[config.mk]
export PLATFORM = sky130hd
export DESIGN_NAME = ssa_front
export DESIGN_NICKNAME = d
export VERILOG_FILES = /design/src/hdl/ssa_pkg.sv /design/src/hdl/ssa_front.sv
export SDC_FILE = /design/constraint.sdc
export NUM_CORES = 1
export LEC_CHECK = 0
export BUFFER_PORTS_ARGS = -buffer_cell sky130_fd_sc_hd__buf_2
export CAP_MARGIN = 20
export CORE_MARGIN = 2
export CORE_UTILIZATION = 55
export DETAILED_ROUTE_END_ITERATION = 16
export PLACE_DENSITY = 0.85
export SLEW_MARGIN = 0
export SYNTH_ARGS = -nofsm -noshare
export SYNTH_HDL_FRONTEND = slang
export SYNTH_SLANG_ARGS = --single-unit
[constraint.sdc]
create_clock -name clk_i -period 7.7 [get_ports clk_i]
set_clock_uncertainty 0.1 [all_clocks]
set_input_delay 1.54 -clock clk_i [delete_from_list [all_inputs] [get_ports clk_i]]
set_output_delay 1.54 -clock clk_i [all_outputs]
set_load 0.03 [all_outputs]
[src/hdl/ssa_pkg.sv]
`timescale 1ns / 1ps
package ssa_pkg;

  // request codes
  localparam logic [1:0] REQ_QUERY   = 2'd0;
  localparam logic [1:0] REQ_KV      = 2'd1;
  localparam logic [1:0] REQ_SINK    = 2'd2;
  localparam logic [1:0] REQ_COMPUTE = 2'd3;

  // status codes
  localparam logic [1:0] STAT_OK  = 2'd0;
  localparam logic [1:0] STAT_IDX = 2'd1;
  localparam logic [1:0] STAT_SAT = 2'd2;

  // configuration register indexes
  localparam logic [1:0] CFG_HEAD_COUNT  = 2'd0;
  localparam logic [1:0] CFG_TOKEN_COUNT = 2'd1;
  localparam logic [1:0] CFG_HEAD_DIM    = 2'd2;
  localparam logic [1:0] CFG_SCORE_SCALE = 2'd3;

  // one classified request in the queue
  typedef struct packed {
    logic [1:0]        req;
    logic [3:0]        head;
    logic [7:0]        tok;
    logic [6:0]        dim;
    logic signed [15:0] val;
    logic              bad;
  } item_t;

  // exp(-k/16) in Q1.15, k = 0..16
  function automatic logic [15:0] exp_frac(input logic [4:0] k);
    logic [15:0] r;
    case (k)
      5'd0:    r = 16'd32768;
      5'd1:    r = 16'd30783;
      5'd2:    r = 16'd28918;
      5'd3:    r = 16'd27166;
      5'd4:    r = 16'd25520;
      5'd5:    r = 16'd23974;
      5'd6:    r = 16'd22521;
      5'd7:    r = 16'd21157;
      5'd8:    r = 16'd19875;
      5'd9:    r = 16'd18671;
      5'd10:   r = 16'd17540;
      5'd11:   r = 16'd16477;
      5'd12:   r = 16'd15479;
      5'd13:   r = 16'd14541;
      5'd14:   r = 16'd13660;
      5'd15:   r = 16'd12832;
      5'd16:   r = 16'd12055;
      default: r = 16'd0;
    endcase
    return r;
  endfunction

  // exp(-i) in Q1.15, i = 0..11
  function automatic logic [15:0] exp_int(input logic [3:0] i);
    logic [15:0] r;
    case (i)
      4'd0:    r = 16'd32768;
      4'd1:    r = 16'd12055;
      4'd2:    r = 16'd4435;
      4'd3:    r = 16'd1631;
      4'd4:    r = 16'd600;
      4'd5:    r = 16'd221;
      4'd6:    r = 16'd81;
      4'd7:    r = 16'd30;
      4'd8:    r = 16'd11;
      4'd9:    r = 16'd4;
      4'd10:   r = 16'd1;
      4'd11:   r = 16'd1;
      default: r = 16'd0;
    endcase
    return r;
  endfunction

endpackage

[src/hdl/ssa_front.sv]
`timescale 1ns / 1ps
module ssa_front import ssa_pkg::*; #(
  parameter int HCW = 5,
  parameter int TCW = 9,
  parameter int DCW = 8
) (
  input  logic               clk_i,
  input  logic               rst_ni,
  input  logic               start_i,
  output logic               busy_o,
  input  logic [1:0]         req_type_i,
  input  logic [3:0]         head_index_i,
  input  logic [7:0]         token_index_i,
  input  logic [6:0]         dim_index_i,
  input  logic signed [15:0] element_value_i,
  input  logic [HCW-1:0]     nh_i,
  input  logic [TCW-1:0]     nt_i,
  input  logic [DCW-1:0]     nd_i,
  input  logic               pop_i,
  output logic               valid_o,
  output item_t              item_o
);

  item_t      ent_q [2];
  logic       wr_q, wr_d, rd_q, rd_d;
  logic [1:0] cnt_q, cnt_d;
  logic       push, h_ok, t_ok, d_ok;
  item_t      cls;

  assign busy_o  = (cnt_q == 2'd2);
  assign valid_o = (cnt_q != 2'd0);
  assign push    = start_i && !busy_o;
  assign item_o  = ent_q[rd_q];

  // classify against the configured sizes
  assign h_ok = 32'(head_index_i) < 32'(nh_i);
  assign t_ok = 32'(token_index_i) < 32'(nt_i);
  assign d_ok = 32'(dim_index_i) < 32'(nd_i);

  always_comb begin
    cls.req  = req_type_i;
    cls.head = head_index_i;
    cls.tok  = token_index_i;
    cls.dim  = dim_index_i;
    cls.val  = element_value_i;
    case (req_type_i)
      REQ_QUERY: cls.bad = !(h_ok && d_ok);
      REQ_KV:    cls.bad = !(t_ok && d_ok);
      REQ_SINK:  cls.bad = !h_ok;
      default:   cls.bad = !(h_ok && d_ok);
    endcase
  end

  // advance queue pointers
  always_comb begin
    wr_d  = push ? !wr_q : wr_q;
    rd_d  = (pop_i && valid_o) ? !rd_q : rd_q;
    cnt_d = cnt_q + 2'(push) - 2'(pop_i && valid_o);
  end

  always_ff @(posedge clk_i or negedge rst_ni) begin
    if (!rst_ni) begin
      wr_q  <= 1'b0;
      rd_q  <= 1'b0;
      cnt_q <= 2'd0;
    end else begin
      wr_q  <= wr_d;
      rd_q  <= rd_d;
      cnt_q <= cnt_d;
    end
  end

  // hold queued items
  always_ff @(posedge clk_i) begin
    if (push) begin
      ent_q[wr_q] <= cls;
    end
  end

endmodule

== Word-level counts from Yosys, hierarchy flattened ==
Memories as Yosys holds them, arrays and structs flattened.
Index checks and enable logic that the tools add are counted.

* Add/subtract/negate cells: 2
* Multipliers: 0
* Div/mod/pow operators: 0
* $lt $le $gt $ge: 3
* Eq/ne operators: 3
* Shift-type cells: 0
* Multiplexer cells: 3
* Bitwise gates (word level): 0
* Reductions and logical operators: 11

{| class="wikitable"
|+ Operators with widths
! kind !! count
|-
| $lt A8 B9 Y1 || 1
|-
| $lt A7 B8 Y1 || 1
|-
| $logic_not A1 Y1 || 6
|-
| $lt A4 B5 Y1 || 1
|-
| $eq A2 B2 Y1 const B || 2
|-
| $logic_and A1 B1 Y1 || 4
|-
| $add A2 B1 Y2 || 1
|-
| $eq A2 B1 Y1 const B || 1
|-
| $mux W1 || 2
|-
| $pmux W1 S2 || 1
|-
| $reduce_bool A2 Y1 || 1
|-
| $sub A2 B1 Y2 || 1
|}

* Register bits: 4
* Latch bits: 0
* Memory bits (writable): 76
* Bits in read-only memories: 0
* Bits of input ports: 63
* Output and inout port bits: 40
* Logic and storage cells: 26
* Memories kept: 1

{| class="wikitable"
|+ Memory list
! memory !! words !! bits a word !! read ports !! clocked after Yosys merged registers in !! wr ports !! line !! text
|-
| ent_q || 2 || 38 || 1 || 0 || 1 || ssa_front.sv:24 || <nowiki>item_t ent_q [2];</nowiki>
|}

== Depth between registers and ports, before layout ==
Gate-level depths: netlist of run 1.

* Depth in word-level cells: 5
* Gate-level depth with buffers: 7
* Mapped depth without buffers: 7

== Least setup slack after synthesis of run 1 ==
OpenSTA, ideal clock, no wires.

* Path type: input to register
* Start: input port start_i
* End: memory ent_q[0][0] in the netlist's numbering (enable)
* Setup time: 0.433 ns
* Arrival: 3.237 ns
* Required time: 7.167 ns
* Setup slack: 3.930 ns
* Stages on the path: 2
* Buffers on the path: 0
* Cell sequence: nand2_1 > nor2_1

* Cells in the longest elaborated chain, start to end: 3

{| class="wikitable"
|+ Ends and longest elaborated chain
! what !! line !! text
|-
| start: declaration || ssa_front.sv:9 || <nowiki>input logic start_i,</nowiki>
|-
| $logic_and A1 B1 Y1 || ssa_front.sv:32 || <nowiki>assign push = start_i && !busy_o;</nowiki>
|-
| $mux W1 || ssa_front.sv:75 || <nowiki>if (push) begin</nowiki>
|-
| $mux W1 (not written as such) || ssa_front.sv:76 || <nowiki>ent_q[wr_q] <= cls;</nowiki>
|-
| end: declaration || ssa_front.sv:24 ||
|}

Every way passes these cells.

==> results of run 1 <==
through the flow:
stage / hold slack [ps] / power [mW] / instances
after detailed placement: 396.9 / 1.213 / 378
after floorplan: 360.1 / 1.057 / 205
after CTS: 410.1 / 1.462 / 392
after global placement: 377.2 / 1.197 / 378
after global routing: 440.9 / 1.525 / 393
final: 407.8 / 1.448 / 393
registers in the layout, summed over array words and instances, names as in the netlist:
register  flops
cnt_q         2
ent_q        76
rd_q          1
wr_q          1
logic make-up (layout without fill, tap and decap cells):
| logic type | after synthesis | in the layout | share of synthesized area, % |
|---|---|---|---|
| flops | 80 | 80 | 69.57 |
| mux | 38 | 38 | 12.50 |
| xor+xnor | 4 | 4 | 1.023 |
| compound gates | 17 | 17 | 3.581 |
| simple gates | 21 | 21 | 3.070 |
| fa+ha+maj | 20 | 20 | 7.307 |
| buf+inv | 25 | 138 | 2.960 |
Yosys cell counts:
master / count
edfxtp_1: 76
mux2_2: 23
inv_1: 21
ha_1: 20
mux2_1: 15
nor2_1: 6
a21oi_1: 4
dfrtp_1: 4
nand2_1: 4
buf_2: 3
nor2b_1: 3
xnor2_1: 3
nand3_1: 2
o21ai_1: 2
o21bai_1: 2
a211oi_2: 1
a21o_1: 1
a21oi_2: 1
a22o_1: 1
a31oi_1: 1
and2_1: 1
and3_1: 1
buf_4: 1
nand2b_1: 1
nand4_1: 1
nor3b_1: 1
o211ai_1: 1
o21ai_0: 1
o21ai_2: 1
o31ai_2: 1
or2_1: 1
xor2_1: 1
critical path, cell delays in order (launching register included):
cell	delay (ps)
dfrtp_2	960
mux2_2	430
buf_2	180
power breakdown:
part / leakage [nW] / total [mW] / switching [mW] / internal, mW
Clock: 0.0717 / 0.245 / 0.133 / 0.112
Sequential: 0.752 / 0.664 / 0.0668 / 0.597
Combinational: 0.923 / 0.539 / 0.342 / 0.197
layout make-up:
type	count	share of cell area [%]
Timing Repair Buffer	103	12.67
Inverter	21	1.882
Multi-Input combinational cell	100	22.68
Tap cell	75	2.241
Sequential cell	80	56.92
Clock buffer	10	3.047
Clock inverter	4	0.5677
worst paths after layout:
path / start / end / slack [ps] / depth (start not counted)
max reg2reg: cnt_q[1]$_DFF_PN0_ / cnt_q[1]$_DFF_PN0_ / 5840 / 7
min in group asynchronous: rst_ni / cnt_q[1]$_DFF_PN0_ / 900 / 1
min: cnt_q[1]$_DFF_PN0_ / cnt_q[1]$_DFF_PN0_ / 410 / 1
min reg2reg: cnt_q[1]$_DFF_PN0_ / cnt_q[1]$_DFF_PN0_ / 410 / 1
max in group asynchronous: rst_ni / rd_q$_DFFE_PN0P_ / 6470 / 1
max: rd_q$_DFFE_PN0P_ / item_o[14] / 4140 / 2
per-layer routing:
layer  vias up  global-route usage [%]
li1        977                       -
met3         7                   3.479
met4         0                   8.346
met1       947                   22.05
met5         -                       0
met2        71                   30.28
==> results.yml, run 1 <==
clocking:
  cts_root_buf: "clkbuf_8"
  post_cts_resized: 0
  clk_pin_slew_worst_paths_ps: 70
  hold_buffers: 0
  clockBufferDepth: 2
  h-tree-depth: 3
  clk_latency_ps: 320
  cts_inserted_buffers: 9
  cts_sinks: 80
  cts_tree: "yes"
  post-cts-setup-buffers: 0
place:
  dp_hpwl_um: 4139
  pre_cts_ws_ps: 4482
  gp_congestion: 0.7088
  place_area_um2: 4016
  io_buffers: 102
floorplan:
  chipHeight_um: 82.91
  fp.dieW_um: 82.91
  rows: 28
  pin_count: 103
  start_util_pct: 57.50
  die_area_um2: 6873
  coreArea_um2: 5956
route:
  first_pass_iters: 7
  top_layer_used: "met4"
  viasPerCell: 5.094
  drc: 0
  dr_wl_met3_um: 278
  vias: 2002
  avgRoutedWirePerCell_um: 15.03
  drt-met1-wl_um: 2507
  wl_met2_um: 3039
  initialDrtViolationCount: 95
  wl_um: 5905
  ant_nets: 0
synthesis:
  synth_area_um2: 3425
  synth-seq-area-share_pct: 69.57
  synthTopCellsByArea: "edfxtp_1 (67%), mux2_2 (7.6%), ha_1 (7.3%), mux2_1 (4.9%), dfrtp_1 (2.9%)"
  syn-num-nets: 288
  synth_top_area_cell: "edfxtp_1"
  syn_inst: 205
  synth.top_cell.area_share_pct: 66.64
  synth.avg_cell_area_um2: 16.71
  ys_ff_latch: 80
  synth_cell_type_count: 32
  ys.warnings.count: 0
sta:
  setup_slack_ps: 4144
  final_max_slew_viol_count: 0
  period_share_pct: 46.19
  relSlewSlack_pct: 38.81
  tightest_slew_ps: 917.9
  fmax_mhz: 281.2
  finalHoldViolCount: 0
  setup_tns_ps: 0
  fin_crit_ps: 3556
  final-setup-viol-count: 0
  rsz0062_at_grt: "no"
layout:
  final_area_um2: 4188
  multi_input_area_um2: 949.7
  final_util_pct: 70.32
  ff_latch_area_um2: 2384
  num_antenna_cells: 0
  fillerInstances: 431
  drive_above_1_share_pct: 45.60
  layout_common_cells: "buf_2 (102), edfxtp_1 (76), mux2_2 (23), inv_1 (21), ha_1 (20)"
  nNetsFinal: 398
  layout_commonest_cell: "buf_2"
  areaGrowthSynthToFinish_pct: 22.29
grt:
  grt_use_total_pct: 17.83
  antenna_found_initial: 0
  grt_pass1_wl_um: 9501
  grt_overflow_total: 0
  grt_pass1_vias: 2012
  grt_max_degree: 40
power_and_ir_drop:
  p_leak_nw: 1.746
  ir_worst_vdd_uv: 224.7
  power_density_nw_per_um2: 345.7
worst_hold_path:
  hold_class: "reg2reg"
setup_path:
  start_kind: "flop"
  crit_type: "reg2out"
  crit_path_end_kind: "primary output"
  worstPathArrival_ps: 1920
  cp_max_fo: 39
  critPathRequiredTime_ps: 6060
job:
  drv_cap: 0
status:
  status: "completed"
Power figures use the tool's default switching activity.
==> run 2, diff against run 1 <==
Settings changed: CORE_UTILIZATION 55 to 46, PLACE_DENSITY 0.85 to 0.75.
Clock period 7.7 ns to 3 ns, I/O delays scaled along.
==> results.yml, run 2 (same netlist as run 1, synthesis figures left out) <==
layout:
  stdcell_count: 425
  reg.largest.list: "ent_q x76, cnt_q x2"
  layout_common_cells: "buf_2 (102), edfxtp_1 (76), mux2_2 (23), inv_1 (21), ha_1 (20)"
  nNetsFinal: 404
  final_util_pct: 59.12
  drive_above_1_share_pct: 46.32
  regMostFlops: "ent_q"
  num_antenna_cells: 0
  largest_reg_flops: 76
  areaGrowthSynthToFinish_pct: 24.55
  layout_commonest_cell: "buf_2"
floorplan:
  start_util_pct: 47.47
  pin_count: 103
  chipHeight_um: 90.28
  coreArea_um2: 7214
  die_area_um2: 8150
  fp.dieW_um: 90.28
  rows: 31
place:
  io_buffers: 102
  dp_hpwl_um: 4263
  gp_congestion: 0.7875
  pre_cts_ws_ps: 737.3
  dp_cells: 408
power_and_ir_drop:
  p_total_mw: 3.782
  ir_worst_vdd_uv: 369.8
  p_leak_nw: 1.778
  power_density_nw_per_um2: 886.7
route:
  first_pass_iters: 4
  ant_nets: 0
  wl_um: 5929
  wl_met2_um: 2853
  vias: 2031
  top_layer_used: "met4"
  dr_wl_met3_um: 319
  avgRoutedWirePerCell_um: 13.95
  initialDrtViolationCount: 68
  viasPerCell: 4.779
  drc: 0
  drt-met1-wl_um: 2635
clocking:
  clk_latency_ps: 340
  cts_root_buf: "clkbuf_8"
  cts_sinks: 80
  post-cts-setup-buffers: 0
  clockBufferDepth: 2
  clk_pin_slew_worst_paths_ps: 80
  cts_tree: "yes"
  cts_inserted_buffers: 9
  h-tree-depth: 3
setup_path:
  start_kind: "flop"
  crit_type: "reg2out"
  ff2ff_path_depth: 4
  cp_max_fo: 21
  crit_path_end_kind: "primary output"
  critPathRequiredTime_ps: 2300
  worstPathArrival_ps: 1850
  r2r_slack_ps: 1100
sta:
  rsz0062_at_grt: "no"
  fin_crit_ps: 2552
  tightest_slew_ps: 626.9
  setup_tns_ps: 0
  final-setup-viol-count: 0
  final_max_slew_viol_count: 0
  relSlewSlack_pct: 58.11
  finalHoldViolCount: 0
  period_share_pct: 85.07
  fmax_mhz: 391.8
  setup_slack_ps: 447.9
grt:
  grt_use_total_pct: 15.02
  grt_overflow_total: 0
  grt_max_degree: 22
  antenna_found_initial: 0
  grt_pass1_wl_um: 9418
  grt_pass1_vias: 1945
status:
  status: "completed"
worst_hold_path:
  hold_class: "in2reg"
  holdPathStages: 1
job:
  drv_cap: 0
## run 2: cell types whose count changed in the layout (fill, tap and decap cells not counted), sizes merged
cell	previous run	this run
buf	103	108
clkinv	2	4
dlygate4sd3	0	1
## run 2: worst max-delay path, cell delays in order, from the launching register on
cell     delay, ps
dfrtp_2        680
buf_4          290
mux2_2         360
buf_2          180
## run 2: where the power goes
part / internal, mW / leakage, nW / switching (mW)
registers: 1.53 / 0.752 / 0.119
clock network: 0.295 / 0.0773 / 0.372
logic: 0.526 / 0.949 / 0.939
## run 2: cell type report
| class | instances | area [um^2] |
|---|---|---|
| Inverter | 21 | 78.83 |
| Tap cell | 99 | 123.9 |
| Sequential cell | 80 | 2384 |
| Clock inverter | 6 | 36.28 |
| Timing Repair Buffer | 109 | 565.5 |
| Multi-Input combinational cell | 100 | 949.7 |
| Clock buffer | 10 | 127.6 |
| Fill cell | 613 | 2949 |
## run 2: worst paths after layout
| path | start | to |
|---|---|---|
| setup / recovery | rd_q$_DFFE_PN0P_ | item_o[17] |
| hold / removal | element_value_i[11] | ent_q[1][12]$_DFFE_PP_ |
| setup reg to reg | cnt_q[1]$_DFF_PN0_ | ent_q[0][16]$_DFFE_PP_ |
| hold reg to reg | cnt_q[0]$_DFF_PN0_ | cnt_q[0]$_DFF_PN0_ |
| max in group asynchronous | rst_ni | rd_q$_DFFE_PN0P_ |
| min in group asynchronous | rst_ni | cnt_q[0]$_DFF_PN0_ |
## run 2: timing repair
| item | 4_1_cts | 5_1_grt |
|---|---|---|
| gates resized for setup | 0 | 0 |
| hold buffers | 1 | 0 |
| hold endpoints to repair | 4 | 0 |
## run 2: per-layer routing
layer	GRT usage, %	vias to the layer above
li1	-	992
met1	19.17	956
met2	25.00	73
met3	2.838	10
met4	6.923	0
met5	0	-
## run 2: metrics by stage
stage               hold slack [ps]  cell area [um^2]
floorplan                     204.4              3425
global placement              309.4              4091
detailed placement            310.3              4091
CTS                           330.0              4265
global route                  337.5              4265
finish                        344.6              4265
